**src/design/ibq_pkg.sv**
```systemverilog
// shared types and codes for the indexed byte queue
package ibq_pkg;

   typedef enum logic [2:0] {
      ST_IDLE,
      ST_MV_RD,
      ST_MV_WR,
      ST_FILL,
      ST_RD_WAIT
   } ibq_state_type;

   typedef enum logic [2:0] {
      REQ_ENQUEUE = 3'd0,
      REQ_DEQUEUE = 3'd1,
      REQ_ERASE   = 3'd2,
      REQ_INSERT  = 3'd3,
      REQ_READ    = 3'd4
   } ibq_req_type;

   localparam logic [1:0] STAT_OK    = 2'd0;
   localparam logic [1:0] STAT_EMPTY = 2'd1;
   localparam logic [1:0] STAT_ROOM  = 2'd2;
   localparam logic [1:0] STAT_RANGE = 2'd3;

   localparam int POS_W  = 4;
   localparam int CNT_W  = 5;
   localparam int DATA_W = 8;
   localparam int FILL_W = 5;

endpackage

```
**src/design/ibq_ram.sv**
```systemverilog
// generic single-port-write ram with registered read
module ibq_ram #(
   parameter int WIDTH = 8,
   parameter int DEPTH = 16
) (
   input  logic                     clock,
   input  logic                     wr_en,
   input  logic [$clog2(DEPTH)-1:0] wr_addr,
   input  logic [WIDTH-1:0]         wr_data,
   input  logic [$clog2(DEPTH)-1:0] rd_addr,
   output logic [WIDTH-1:0]         rd_data
);

   logic [WIDTH-1:0] mem [DEPTH];

   always_ff @(posedge clock) begin
      if (wr_en) begin
         mem[wr_addr] <= wr_data;
      end
      rd_data <= mem[rd_addr];
   end

endmodule

```
**src/design/indexed_byte_queue.sv**
```systemverilog
// indexed byte queue top level: sequencer around one entry ram
//
//   channel   ports                                   handshake
//   request   req_type req_position req_copy_count    start & !busy
//             req_element_value
//   result    rsp_status rsp_read_value rsp_fill_level rsp_strobe, one cycle
//
// enqueue, rejects, inserts placing no copy: result in the cycle after start
// read: the ram read is registered, then the result is registered
// erase/dequeue: later entries shift down; insert of n > 0 copies: later
//   entries shift up by what fits, then ST_FILL writes the copies
//   each moved entry is read in ST_MV_RD and written in ST_MV_WR
// synchronous reset empties the queue; the ram is not cleared
// results cannot be stalled; busy is low again while a result is shown
module indexed_byte_queue #(
   parameter int CAPACITY = 16
) (
   input  logic                         clock,
   input  logic                         reset,
   input  logic                         start,
   output logic                         busy,
   input  logic [2:0]                   req_type,
   input  logic [ibq_pkg::POS_W-1:0]    req_position,
   input  logic [ibq_pkg::CNT_W-1:0]    req_copy_count,
   input  logic [ibq_pkg::DATA_W-1:0]   req_element_value,
   output logic                         rsp_strobe,
   output logic [1:0]                   rsp_status,
   output logic [ibq_pkg::DATA_W-1:0]   rsp_read_value,
   output logic [ibq_pkg::FILL_W-1:0]   rsp_fill_level
);
   import ibq_pkg::*;

   localparam int AW = (CAPACITY > 1) ? $clog2(CAPACITY) : 1;
   localparam int OW = $clog2(CAPACITY + 1);
   localparam int CW = ((OW > CNT_W) ? OW : CNT_W) + 1;
   localparam logic [CW-1:0] CAP_X = CW'(CAPACITY);

   ibq_state_type state_ff, state_in;
   logic [OW-1:0] occ_ff, occ_in;
   logic [CW-1:0] cur_ff, cur_in;
   logic [CW-1:0] cnt_ff, cnt_in;
   logic [CW-1:0] pos_ff, pos_in;
   logic [DATA_W-1:0] val_ff, val_in;
   logic ins_ff, ins_in;
   logic [1:0] stat_ff, stat_in;
   logic rsp_strobe_ff, rsp_strobe_in;
   logic [1:0] rsp_status_ff, rsp_status_in;
   logic [DATA_W-1:0] rsp_read_value_ff, rsp_read_value_in;
   logic [FILL_W-1:0] rsp_fill_level_ff, rsp_fill_level_in;

   logic ram_we;
   logic [CW-1:0] ram_waddr, ram_raddr;
   logic [DATA_W-1:0] ram_wdata, ram_rdata;

   logic accept;
   logic [CW-1:0] occ_x, pos_x, cnt_x, room, ins_n, er_pos;
   logic req_range, req_full, req_empty, er_more, ins_more, ins_short;
   logic mv_more, fill_last;
   logic [OW+FILL_W-1:0] fill_ext;

   assign accept    = start && (state_ff == ST_IDLE);
   assign occ_x     = CW'(occ_ff);
   assign pos_x     = CW'(req_position);
   assign cnt_x     = CW'(req_copy_count);
   assign room      = CAP_X - occ_x;
   assign ins_short = cnt_x > room;
   assign ins_n     = ins_short ? room : cnt_x;
   assign req_range = pos_x >= occ_x;
   assign req_full  = occ_x >= CAP_X;
   assign req_empty = occ_ff == '0;
   assign er_pos    = (req_type == REQ_DEQUEUE) ? '0 : pos_x;
   assign er_more   = (er_pos + 1'b1) < occ_x;
   assign ins_more  = (occ_x - 1'b1) > pos_x;
   assign mv_more   = ins_ff ? ((cur_ff - 1'b1) > pos_ff) : ((cur_ff + 1'b1) < occ_x);
   assign fill_last = cnt_ff == CW'(1);

   // next state
   always_comb begin
      state_in = state_ff;
      unique case (state_ff)
         ST_IDLE: begin
            if (accept) begin
               case (req_type)
                  REQ_DEQUEUE, REQ_ERASE: begin
                     if (!req_empty && !(req_type == REQ_ERASE && req_range) && er_more) begin
                        state_in = ST_MV_RD;
                     end
                  end
                  REQ_INSERT: begin
                     if (!req_range && ins_n != '0) begin
                        state_in = ins_more ? ST_MV_RD : ST_FILL;
                     end
                  end
                  REQ_READ: begin
                     if (!req_range) begin
                        state_in = ST_RD_WAIT;
                     end
                  end
                  default: state_in = ST_IDLE;
               endcase
            end
         end
         ST_MV_RD: state_in = ST_MV_WR;
         ST_MV_WR: begin
            if (mv_more) begin
               state_in = ST_MV_RD;
            end else begin
               state_in = ins_ff ? ST_FILL : ST_IDLE;
            end
         end
         ST_FILL:    state_in = fill_last ? ST_IDLE : ST_FILL;
         ST_RD_WAIT: state_in = ST_IDLE;
         default:    state_in = ST_IDLE;
      endcase
   end

   // datapath and ram control
   always_comb begin
      occ_in            = occ_ff;
      cur_in            = cur_ff;
      cnt_in            = cnt_ff;
      pos_in            = pos_ff;
      val_in            = val_ff;
      ins_in            = ins_ff;
      stat_in           = stat_ff;
      ram_we            = 1'b0;
      ram_waddr         = cur_ff;
      ram_wdata         = val_ff;
      ram_raddr         = cur_ff;
      rsp_strobe_in     = 1'b0;
      rsp_status_in     = STAT_OK;
      rsp_read_value_in = '0;
      unique case (state_ff)
         ST_IDLE: begin
            if (accept) begin
               rsp_strobe_in = 1'b1;
               val_in        = req_element_value;
               case (req_type)
                  REQ_ENQUEUE: begin
                     if (req_full) begin
                        rsp_status_in = STAT_ROOM;
                     end else begin
                        ram_we    = 1'b1;
                        ram_waddr = occ_x;
                        ram_wdata = req_element_value;
                        occ_in    = OW'(occ_x + 1'b1);
                     end
                  end
                  REQ_DEQUEUE, REQ_ERASE: begin
                     if (req_empty && req_type == REQ_DEQUEUE) begin
                        rsp_status_in = STAT_EMPTY;
                     end else if (req_range && req_type == REQ_ERASE) begin
                        rsp_status_in = STAT_RANGE;
                     end else begin
                        ins_in  = 1'b0;
                        pos_in  = er_pos;
                        cur_in  = er_pos + 1'b1;
                        stat_in = STAT_OK;
                        if (er_more) begin
                           rsp_strobe_in = 1'b0;
                        end else begin
                           occ_in = OW'(occ_x - 1'b1);
                        end
                     end
                  end
                  REQ_INSERT: begin
                     if (req_range) begin
                        rsp_status_in = STAT_RANGE;
                     end else begin
                        rsp_status_in = ins_short ? STAT_ROOM : STAT_OK;
                        stat_in       = ins_short ? STAT_ROOM : STAT_OK;
                        ins_in        = 1'b1;
                        pos_in        = pos_x;
                        cnt_in        = ins_n;
                        if (ins_n != '0) begin
                           rsp_strobe_in = 1'b0;
                           cur_in        = ins_more ? (occ_x - 1'b1) : (pos_x + 1'b1);
                        end
                     end
                  end
                  REQ_READ: begin
                     if (req_range) begin
                        rsp_status_in = STAT_RANGE;
                     end else begin
                        rsp_strobe_in = 1'b0;
                        ram_raddr     = pos_x;
                     end
                  end
                  default: rsp_status_in = STAT_OK;
               endcase
            end
         end
         ST_MV_RD: ram_raddr = cur_ff;
         ST_MV_WR: begin
            ram_we    = 1'b1;
            ram_wdata = ram_rdata;
            ram_waddr = ins_ff ? (cur_ff + cnt_ff) : (cur_ff - 1'b1);
            cur_in    = ins_ff ? (cur_ff - 1'b1) : (cur_ff + 1'b1);
            if (!mv_more) begin
               if (ins_ff) begin
                  cur_in = pos_ff + 1'b1;
               end else begin
                  occ_in        = OW'(occ_x - 1'b1);
                  rsp_strobe_in = 1'b1;
                  rsp_status_in = stat_ff;
               end
            end
         end
         ST_FILL: begin
            ram_we    = 1'b1;
            ram_waddr = cur_ff;
            ram_wdata = val_ff;
            cur_in    = cur_ff + 1'b1;
            cnt_in    = cnt_ff - 1'b1;
            occ_in    = OW'(occ_x + 1'b1);
            if (fill_last) begin
               rsp_strobe_in = 1'b1;
               rsp_status_in = stat_ff;
            end
         end
         ST_RD_WAIT: begin
            rsp_strobe_in     = 1'b1;
            rsp_read_value_in = ram_rdata;
         end
         default: rsp_strobe_in = 1'b0;
      endcase
   end

   assign fill_ext          = {{FILL_W{1'b0}}, occ_in};
   assign rsp_fill_level_in = fill_ext[FILL_W-1:0];

   always_ff @(posedge clock) begin
      if (reset) begin
         state_ff      <= ST_IDLE;
         occ_ff        <= '0;
         rsp_strobe_ff <= 1'b0;
      end else begin
         state_ff      <= state_in;
         occ_ff        <= occ_in;
         rsp_strobe_ff <= rsp_strobe_in;
      end
   end

   always_ff @(posedge clock) begin
      cur_ff            <= cur_in;
      cnt_ff            <= cnt_in;
      pos_ff            <= pos_in;
      val_ff            <= val_in;
      ins_ff            <= ins_in;
      stat_ff           <= stat_in;
      rsp_status_ff     <= rsp_status_in;
      rsp_read_value_ff <= rsp_read_value_in;
      rsp_fill_level_ff <= rsp_fill_level_in;
   end

   ibq_ram #(
      .WIDTH(DATA_W),
      .DEPTH(CAPACITY)
   ) u_ram (
      .clock  (clock),
      .wr_en  (ram_we),
      .wr_addr(ram_waddr[AW-1:0]),
      .wr_data(ram_wdata),
      .rd_addr(ram_raddr[AW-1:0]),
      .rd_data(ram_rdata)
   );

   assign busy           = state_ff != ST_IDLE;
   assign rsp_strobe     = rsp_strobe_ff;
   assign rsp_status     = rsp_status_ff;
   assign rsp_read_value = rsp_read_value_ff;
   assign rsp_fill_level = rsp_fill_level_ff;

endmodule

```
**config.mk**
```make
export PLATFORM = sky130hd
export DESIGN_NAME = indexed_byte_queue
export DESIGN_NICKNAME = d
export VERILOG_FILES = /design/src/design/ibq_pkg.sv /design/src/design/ibq_ram.sv /design/src/design/indexed_byte_queue.sv
export SDC_FILE = /design/constraint.sdc
export NUM_CORES = 1
export LEC_CHECK = 0
export BUFFER_PORTS_ARGS = -buffer_cell sky130_fd_sc_hd__buf_4
export CORE_MARGIN = 1.5
export CORE_UTILIZATION = 59
export DETAILED_ROUTE_END_ITERATION = 8
export HOLD_SLACK_MARGIN = 0.06
export PLACE_DENSITY = 0.74
export SYNTH_ARGS = -nofsm -noshare
export SYNTH_HDL_FRONTEND = slang
export SYNTH_SLANG_ARGS = --single-unit
```
**constraint.sdc**
```tcl
create_clock -name clock -period 12.2 [get_ports clock]
set_clock_uncertainty 0.2 [all_clocks]
set_input_delay 0 -clock clock [delete_from_list [all_inputs] [get_ports clock]]
set_output_delay 0 -clock clock [all_outputs]
set_load 0.05 [all_outputs]
```
==> summary.txt, run 1 <==
Outcome
  – Result of the run: finished, final reports clean

Clock network
  – CTS tree: done
  – Maximum root-to-sink buffer count: 2
  – CTS Root Cell: sky130_fd_sc_hd__clkbuf_16
  – CTS Buf Count: 17
  – Cells resized by post-CTS repair: 0
  – Clock insertion delay at the later pin of the skew report: 0.45 ns
  – Number of H-tree levels: 4
  – Clock transition at path regs: 0.08 ns
  – Number of sinks handled by clock tree synthesis: 186

Finish
  – Filler cells: 1197
  – Final net count: 967
  – Area growth syn-to-layout: 13.5%
  – Final design instance area without fill: 11000 sq um
  – Fraction of final layout cells sized beyond drive strength 1: 10.5%
  – Diode count: 0

STA
  – Worst max-slew margin expressed relative to the limit: 16.0%
  – Total count of max-transition violations in the final report: 0
  – Maximum operating frequency: 187 MHz
  – Final worst path period share: 43.8%
  – Slew at the pin closest to its max-slew limit: 1.26 ns
  – Time the final worst path needs with I/O delays and setup: 5.34 ns
  – Setup Viol. Count Final: 0
  – Post-Route Setup TNS: 0 ns
  – Least setup slack across all paths after layout: 6.86 ns
  – RSZ-0062 raised after global routing: false
  – Count of endpoints failing hold in the final timing report: 0

Synth
  – Number of flops mapped to enable cells by yosys: 154
  – Synth warnings: 0
  – Dominant cell by count in the synthesized netlist: sky130_fd_sc_hd__edfxtp_1
  – Number of flip-flops and latches in the synthesized netlist: 186
  – Mapped Cells: 850
  – Unique cell type count in the Yosys netlist: 69
  – Fraction of the yosys area taken by sequential cells: 54.3%
  – Portion of synthesized cell area occupied by the leading cell type: 47.7%
  – Leading area contributor after synthesis: sky130_fd_sc_hd__edfxtp_1
  – Synthesized netlist net count: 913
  – Proportion of register bits with asynchronous set or reset after synthesis: 0%
  – Main area contributors after synthesis: sky130_fd_sc_hd__edfxtp_1 (48%), sky130_fd_sc_hd__mux2i_1 (7.8%), sky130_fd_sc_hd__dfxtp_1 (6.6%), sky130_fd_sc_hd__ha_1 (5.0%), sky130_fd_sc_hd__nor2_1 (2.6%)
  – Top cells by count, synth: sky130_fd_sc_hd__edfxtp_1 (154), sky130_fd_sc_hd__mux2i_1 (76), sky130_fd_sc_hd__nor2_1 (67)
  – Mean area per synthesized cell: 11.4 sq um
  – Combined area of all synthesized cells: 9700 sq um
  – Dominant synthesized flop cell: sky130_fd_sc_hd__edfxtp_1

Routing
  – Total vias in the final route: 7486
  – Initial detailed-routing violation count: 895
  – Final wirelength: 27.2 mm
  – Count of unresolved DRC violations after routing: 0
  – Final antenna-violating net count: 0
  – Vias per cell: 6.61
  – DR pass1 iterations: 6
  – Average wire per standard cell: 24.0 um

Worst setup path
  – Delay-heaviest family, CP: simple AND/OR/NAND/NOR gates
  – Category of the critical setup timing path: reg2reg
  – Most used cell, CP: sky130_fd_sc_hd__ha_1
  – Critical-path maximum fanout: 16
  – Number of buffers and inverters on the critical path: 2
  – R2r endpoint: cur_ff[2]
  – RR Startpoint: occ_ff[0]
  – Slowest stage delay, CP: 0.79 ns
  – Crit path required time: 12.07 ns
  – CP startpoint kind: flip-flop
  – Cell depth of the worst flop-to-flop path: 10
  – Master of the slowest instance on the critical path: sky130_fd_sc_hd__nor3_1
  – Crit-path cells: inv_1, ha_1, or3b_2, inv_1, ha_1, ha_1, o211ai_1, mux2i_1, a31oi_1, nor3_1
  – Endpoint kind of the worst setup timing path: flip-flop
  – Arrival @ worst endpoint: 5.21 ns
  – Register-to-register setup slack: 6.86 ns

Hold path
  – Startpoint of the tightest hold check path: req_element_value[3]
  – Worst hold endpoint: val_ff[3]
  – Number of cells on the worst hold path: 2
  – Path type of the worst min-delay path: in2reg

Floorplanning
  – Placeable core region: 16000 sq um
  – Die Span X: 131 um
  – Top-level port count: 40
  – Die footprint: 17200 sq um
  – Initial Util: 60.7%
  – Vert. Die Dim: 131 um
  – Row cnt: 46

Power
  – Maximum VDD drop: 0.000108 V
  – Leak: 4.09 nW
  – PwrDens: 168 nW/um^2

GRT
  – All-Layer GR Usage: 32.3%
  – Overall overflow remaining after global route: 0
  – Maximum number of pins on one net before global-route repair: 65
  – Wire length of the first global-routing pass: 42.1 mm
  – Initial antenna violation count: 0
  – Via count of the first global-routing pass: 7357

Place
  – Final weighted congestion in routability-driven placement: 0.911
  – Dpl cell area: 10200 sq um
  – Worst Setup Slack post-DPL: 6.98 ns
  – Sum of net half-perimeters after detailed placement: 18.9 mm
  – Port Buf Inserts: 39

Run
  – Max capacitance violation total: 0
## power by group
group	internal (mW)	switching, mW	total (mW)
Combinational	0.183	0.319	0.503
Clock	0.295	0.270	0.566
Sequential	0.739	0.0453	0.784
## kinds of logic after synthesis
| group | after synthesis | synth area share [%] |
|---|---|---|
| buffers and inverters | 73 | 3.37 |
| flip-flops | 186 | 54.3 |
| adder cells (fa/ha/maj) | 40 | 5.23 |
| XOR/XNOR | 21 | 1.90 |
| AND/OR/NAND/NOR | 236 | 12.2 |
| AO/OA/AOI/OAI | 216 | 14.9 |
| multiplexers | 78 | 8.07 |
## area by class of cell
cell class,count,area (sq um),share of cell area (%)
timing repair buffer,75,628,5.70
sequential,186,5270,47.8
tap,216,270,2.45
clock inverter,14,169,1.53
inverter,33,124,1.12
clock buffer,18,429,3.90
multi-input combinational,591,4130,37.5
## state kept, by name, summed over array words and instances, names as in the netlist
register,cells
u_ram.mem,128
rsp_read_value,8
u_ram.rd_data,8
val_ff,8
cnt_ff,6
cur_ff,6
occ_ff,5
rsp_fill_level,5
pos_ff,4
state_ff,3
rsp_status,2
ins_ff,1
rsp_strobe,1
stat_ff,1
## routing by layer
metal	GRT usage (%)	routed length [um]
met5	0	0
met4	19.1	1680
met3	4.86	1540
met2	54.6	13400
met1	39.3	10600
## stage by stage
step | power [mW] | hold slack, ns | cells | util, %
3_5_place_dp | 1.28 | -0.00946 | 1075 | 63.5
2_1_floorplan | 1.12 | -0.101 | 850 | -
4_1_cts | 1.85 | 0.0765 | 1133 | 68.8
5_1_grt | 1.92 | 0.0996 | 1133 | 68.8
3_3_place_gp | 1.27 | -0.00959 | 1075 | 63.5
6_report | 1.85 | 0.0951 | 1133 | 68.8
## layout by cell type, fill, tap and decap left out, types with 9 or more instances in the layout
| master | count |
|---|---|
| sky130_fd_sc_hd__nor3_1 | 22 |
| sky130_fd_sc_hd__xnor2_1 | 10 |
| sky130_fd_sc_hd__and2_1 | 12 |
| sky130_fd_sc_hd__xor2_1 | 11 |
| sky130_fd_sc_hd__inv_1 | 32 |
| sky130_fd_sc_hd__mux2i_1 | 75 |
| sky130_fd_sc_hd__dfxtp_1 | 32 |
| sky130_fd_sc_hd__a41oi_1 | 9 |
| sky130_fd_sc_hd__dlygate4sd3_1 | 26 |
| sky130_fd_sc_hd__nand2_1 | 46 |
| sky130_fd_sc_hd__o22ai_1 | 38 |
| sky130_fd_sc_hd__a21oi_1 | 36 |
| sky130_fd_sc_hd__nor2_1 | 67 |
| sky130_fd_sc_hd__nand2b_1 | 11 |
| sky130_fd_sc_hd__a22oi_1 | 11 |
| sky130_fd_sc_hd__edfxtp_1 | 154 |
| sky130_fd_sc_hd__clkbuf_16 | 17 |
| sky130_fd_sc_hd__or4_1 | 10 |
| sky130_fd_sc_hd__nand3_1 | 17 |
| sky130_fd_sc_hd__ha_1 | 39 |
| sky130_fd_sc_hd__o21ai_0 | 40 |
| sky130_fd_sc_hd__buf_4 | 49 |
## what timing repair did
item	4_1_cts	5_1_grt
hold buffers	26	0
buffers inserted	0	0
endpoints found under the hold margin	98	0
## worst max path at each step
stage / start / endpoint / slack (ns) / depth (start not counted)
floorplan: occ_ff[0] / cur_ff[0] / 8.36 / 13
global route: occ_ff[0] / cur_ff[0] / 6.72 / 10
detailed placement: occ_ff[0] / cur_ff[3] / 6.98 / 10
finish: occ_ff[0] / cur_ff[2] / 6.86 / 10
global placement: occ_ff[0] / cur_ff[1] / 6.99 / 10
CTS: occ_ff[0] / cur_ff[2] / 6.93 / 10
(Power assumes the default switching activity.)
==> run 2, diff against run 1 <==
--- a/config.mk
+++ b/config.mk
@@ -7,10 +7,10 @@
 export LEC_CHECK = 0
 export BUFFER_PORTS_ARGS = -buffer_cell sky130_fd_sc_hd__buf_4
 export CORE_MARGIN = 1.5
-export CORE_UTILIZATION = 59
+export CORE_UTILIZATION = 56
 export DETAILED_ROUTE_END_ITERATION = 8
 export HOLD_SLACK_MARGIN = 0.06
-export PLACE_DENSITY = 0.74
+export PLACE_DENSITY = 0.73
 export SYNTH_ARGS = -nofsm -noshare
 export SYNTH_HDL_FRONTEND = slang
 export SYNTH_SLANG_ARGS = --single-unit
==> constraint.sdc (replaced) <==
create_clock -name clock -period 4.51 [get_ports clock]
set_clock_uncertainty 0.2 [all_clocks]
set_input_delay 0 -clock clock [delete_from_list [all_inputs] [get_ports clock]]
set_output_delay 0 -clock clock [all_outputs]
set_load 0.05 [all_outputs]
==> summary.txt, run 2 (same netlist as run 1, synthesis figures left out) <==
Outcome
  – Result of the run: finished, final reports clean

Clock network
  – Maximum root-to-sink buffer count: 2 (unchanged)
  – CTS tree: done
  – Clock transition at path regs: 0.08 ns (about the same)
  – CTS Root Cell: sky130_fd_sc_hd__clkbuf_16
  – CTS Buf Count: 17 (unchanged)
  – Number of sinks handled by clock tree synthesis: 186 (unchanged)
  – Clock insertion delay at the later pin of the skew report: 0.44 ns (about the same)
  – Number of H-tree levels: 4 (unchanged)
  – Cells resized by post-CTS repair: 0 (unchanged)
  – Post-CTS Setup Bufs: 0 (unchanged)

Worst setup path
  – Arrival @ worst endpoint: 4.39 ns (-0.82 ns)
  – Critical-path maximum fanout: 10 (-6)
  – Master of the slowest instance on the critical path: sky130_fd_sc_hd__dlygate4sd3_1
  – R2r endpoint: rsp_status[1]
  – Crit path required time: 4.69 ns (-7.38 ns)
  – Cell depth of the worst flop-to-flop path: 14 (+4)
  – Category of the critical setup timing path: reg2reg
  – Register-to-register setup slack: 0.30 ns (-6.56 ns)
  – Crit-path cells: inv_1, ha_1, or3b_2, inv_1, buf_4, ha_1, ha_1, a22oi_1, o211ai_1, buf_4, o21ai_0, a21oi_1, o31ai_1, dlygate4sd3_1
  – CP startpoint kind: flip-flop
  – RR Startpoint: occ_ff[0]
  – Slowest stage delay, CP: 0.58 ns (-0.21 ns)
  – Most used cell, CP: sky130_fd_sc_hd__ha_1
  – Endpoint kind of the worst setup timing path: flip-flop

Power
  – Logic gate share of total power: 28.6% (+1.5 points)
  – PwrDens: 449 nW/um^2 (+170%)
  – Sequential group share of total power: 41.3% (-1.0 points)
  – Switching power: 1.76 mW (+180%)
  – Leak: 4.24 nW (+3.7%)
  – Switching share of total power: 34.8% (+0.56 points)
  – Maximum VDD drop: 0.000327 V (+200%)
  – Part of the power in the clock network: 30.1% (-0.4 points)
  – Cell internal power dissipation: 3.30 mW (+170%)

Finish
  – Commonest cells after routing, fill and taps aside: sky130_fd_sc_hd__edfxtp_1 (154), sky130_fd_sc_hd__buf_4 (81), sky130_fd_sc_hd__mux2i_1 (75), sky130_fd_sc_hd__nor2_1 (67), sky130_fd_sc_hd__nand2_1 (46)
  – Fraction of final layout cells sized beyond drive strength 1: 13.6% (+3.1 points)
  – Final net count: 998 (+3.2%)
  – Filler cells: 1272 (+6.3%)
  – Share of the core filled with cells in the final layout: 67.3% (-1.6 points)
  – Register with the highest flop count: u_ram.mem
  – Flip-flop count of the largest register, all copies and words added: 128 (unchanged)
  – Area growth syn-to-layout: 16.2%
  – Diode count: 0 (unchanged)
  – Leading cell type in the layout, fill and taps excluded: sky130_fd_sc_hd__edfxtp_1

Hold path
  – Number of cells on the worst hold path: 2 (unchanged)
  – Worst hold endpoint: val_ff[3]
  – Path type of the worst min-delay path: in2reg
  – Startpoint of the tightest hold check path: req_element_value[3]

STA
  – Count of endpoints failing hold in the final timing report: 0 (unchanged)
  – Slew at the pin closest to its max-slew limit: 1.36 ns (+0.104 ns)
  – Setup Viol. Count Final: 0 (unchanged)
  – Total count of max-transition violations in the final report: 0 (unchanged)
  – Post-Route Setup TNS: 0 ns (unchanged)
  – Time the final worst path needs with I/O delays and setup: 4.21 ns (-1.13 ns)
  – Maximum operating frequency: 237 MHz (+27%)
  – Worst max-slew margin expressed relative to the limit: 9.02% (-6.9 points)
  – Final worst path period share: 93.4% (+50 points)
  – RSZ-0062 raised after global routing: false

Place
  – Final weighted congestion in routability-driven placement: 0.946 (+3.8%)
  – Port Buf Inserts: 39 (unchanged)
  – Sum of net half-perimeters after detailed placement: 19.8 mm (+4.6%)

Routing
  – Average wire per standard cell: 23.9 um (-0.46%)
  – Vias per cell: 6.46 (-2.2%)
  – Initial detailed-routing violation count: 602 (-33%)
  – Final wirelength: 27.9 mm (+2.6%)
  – Final antenna-violating net count: 0 (unchanged)
  – DR pass1 iterations: 5 (-1)
  – Count of unresolved DRC violations after routing: 0 (unchanged)
  – Total vias in the final route: 7544 (+0.77%)

Floorplanning
  – Die Span X: 135 um (+2.6%)
  – Row cnt: 47 (+2.2%)
  – Vert. Die Dim: 135 um (+2.6%)
  – Placeable core region: 16800 sq um (+4.7%)
  – Die footprint: 18100 sq um (+5.2%)
  – Top-level port count: 40 (unchanged)
  – Initial Util: 57.9% (-2.7 points)

GRT
  – Via count of the first global-routing pass: 7454 (+1.3%)
  – Overall overflow remaining after global route: 0 (unchanged)
  – Maximum number of pins on one net before global-route repair: 65 (unchanged)
  – All-Layer GR Usage: 31.6% (-0.65 points)
  – Wire length of the first global-routing pass: 42.5 mm (+1.1%)
  – Initial antenna violation count: 0 (unchanged)

Run
  – Max capacitance violation total: 0 (unchanged)
## run 2: cell types whose count changed in the layout (fill, tap and decap cells not counted), moves of 2 or more
cell	before	now
sky130_fd_sc_hd__inv_12	0	2
sky130_fd_sc_hd__buf_4	49	81
sky130_fd_sc_hd__clkinv_8	1	6
sky130_fd_sc_hd__dlygate4sd3_1	26	24
sky130_fd_sc_hd__clkinv_4	2	0
sky130_fd_sc_hd__inv_8	7	2
## run 2: worst max-delay path by stage
stage                          from  cells after the start         endpoint  slack (ns)
after floorplan           occ_ff[0]                     13        cur_ff[0]        0.67
after global placement    occ_ff[0]                     11  u_ram.mem[9][1]        0.57
after detailed placement  occ_ff[0]                     11  u_ram.mem[8][1]        0.52
after CTS                 occ_ff[0]                     14      state_ff[0]        0.41
after global routing      occ_ff[0]                     14    rsp_status[1]        0.06
final                     occ_ff[0]                     14    rsp_status[1]        0.30
## run 2: metal layers
layer  part of all wire [%]  track usage, %
met5                      0               0
met4                    4.2            14.8
met3                    5.1            4.13
met2                     51            55.8
met1                     40            38.6
## run 2: area by class of cell
| cell class | instances | area (sq um) | area share (%) |
|---|---|---|---|
| clock buffer | 17 | 425 | 3.77 |
| inverter | 33 | 124 | 1.10 |
| timing repair buffer | 106 | 868 | 7.70 |
| multi-input combinational | 591 | 4130 | 36.6 |
| clock inverter | 15 | 191 | 1.70 |
| tap | 220 | 275 | 2.44 |
| sequential | 186 | 5270 | 46.7 |
## run 2: metrics by stage
| stage | setup slack (ns) | hold WS (ns) | instance area, sq um | cells | power (mW) |
|---|---|---|---|---|---|
| after CTS | 0.409 | 0.0926 | 11300 | 1168 | 5.05 |
| after global routing | 0.0559 | 0.107 | 11300 | 1168 | 5.26 |
| after floorplan | 0.669 | -0.101 | 9700 | 850 | 3.04 |
| after global placement | 0.568 | -0.00938 | 10400 | 1112 | 3.49 |
| final | 0.296 | 0.107 | 11300 | 1168 | 5.07 |
| after detailed placement | 0.520 | -0.00654 | 10400 | 1112 | 3.53 |
## run 2: power by group through the flow
stage	logic (mW)	clock network, mW	registers, mW
6_report	1.45	1.52	2.09
5_1_grt	1.56	1.59	2.10
4_1_cts	1.42	1.53	2.09
3_5_place_dp	1.40	0	2.13
3_3_place_gp	1.37	0	2.13
2_1_floorplan	0.897	0	2.14
## run 2: repair_timing
action,4_1_cts,5_1_grt
hold buffers,24,0
endpoints found under the hold margin,146,0
setup endpoints to repair,0,0
## run 2: critical path: cells and delay by family, from the launching register on
kind	cells	cell delay, ns
buffers and inverters	5	1.19
AND/OR/NAND/NOR	1	0.54
AO/OA/AOI/OAI	5	0.83
flip-flops	1	0.46
adder cells (fa/ha/maj)	3	0.96
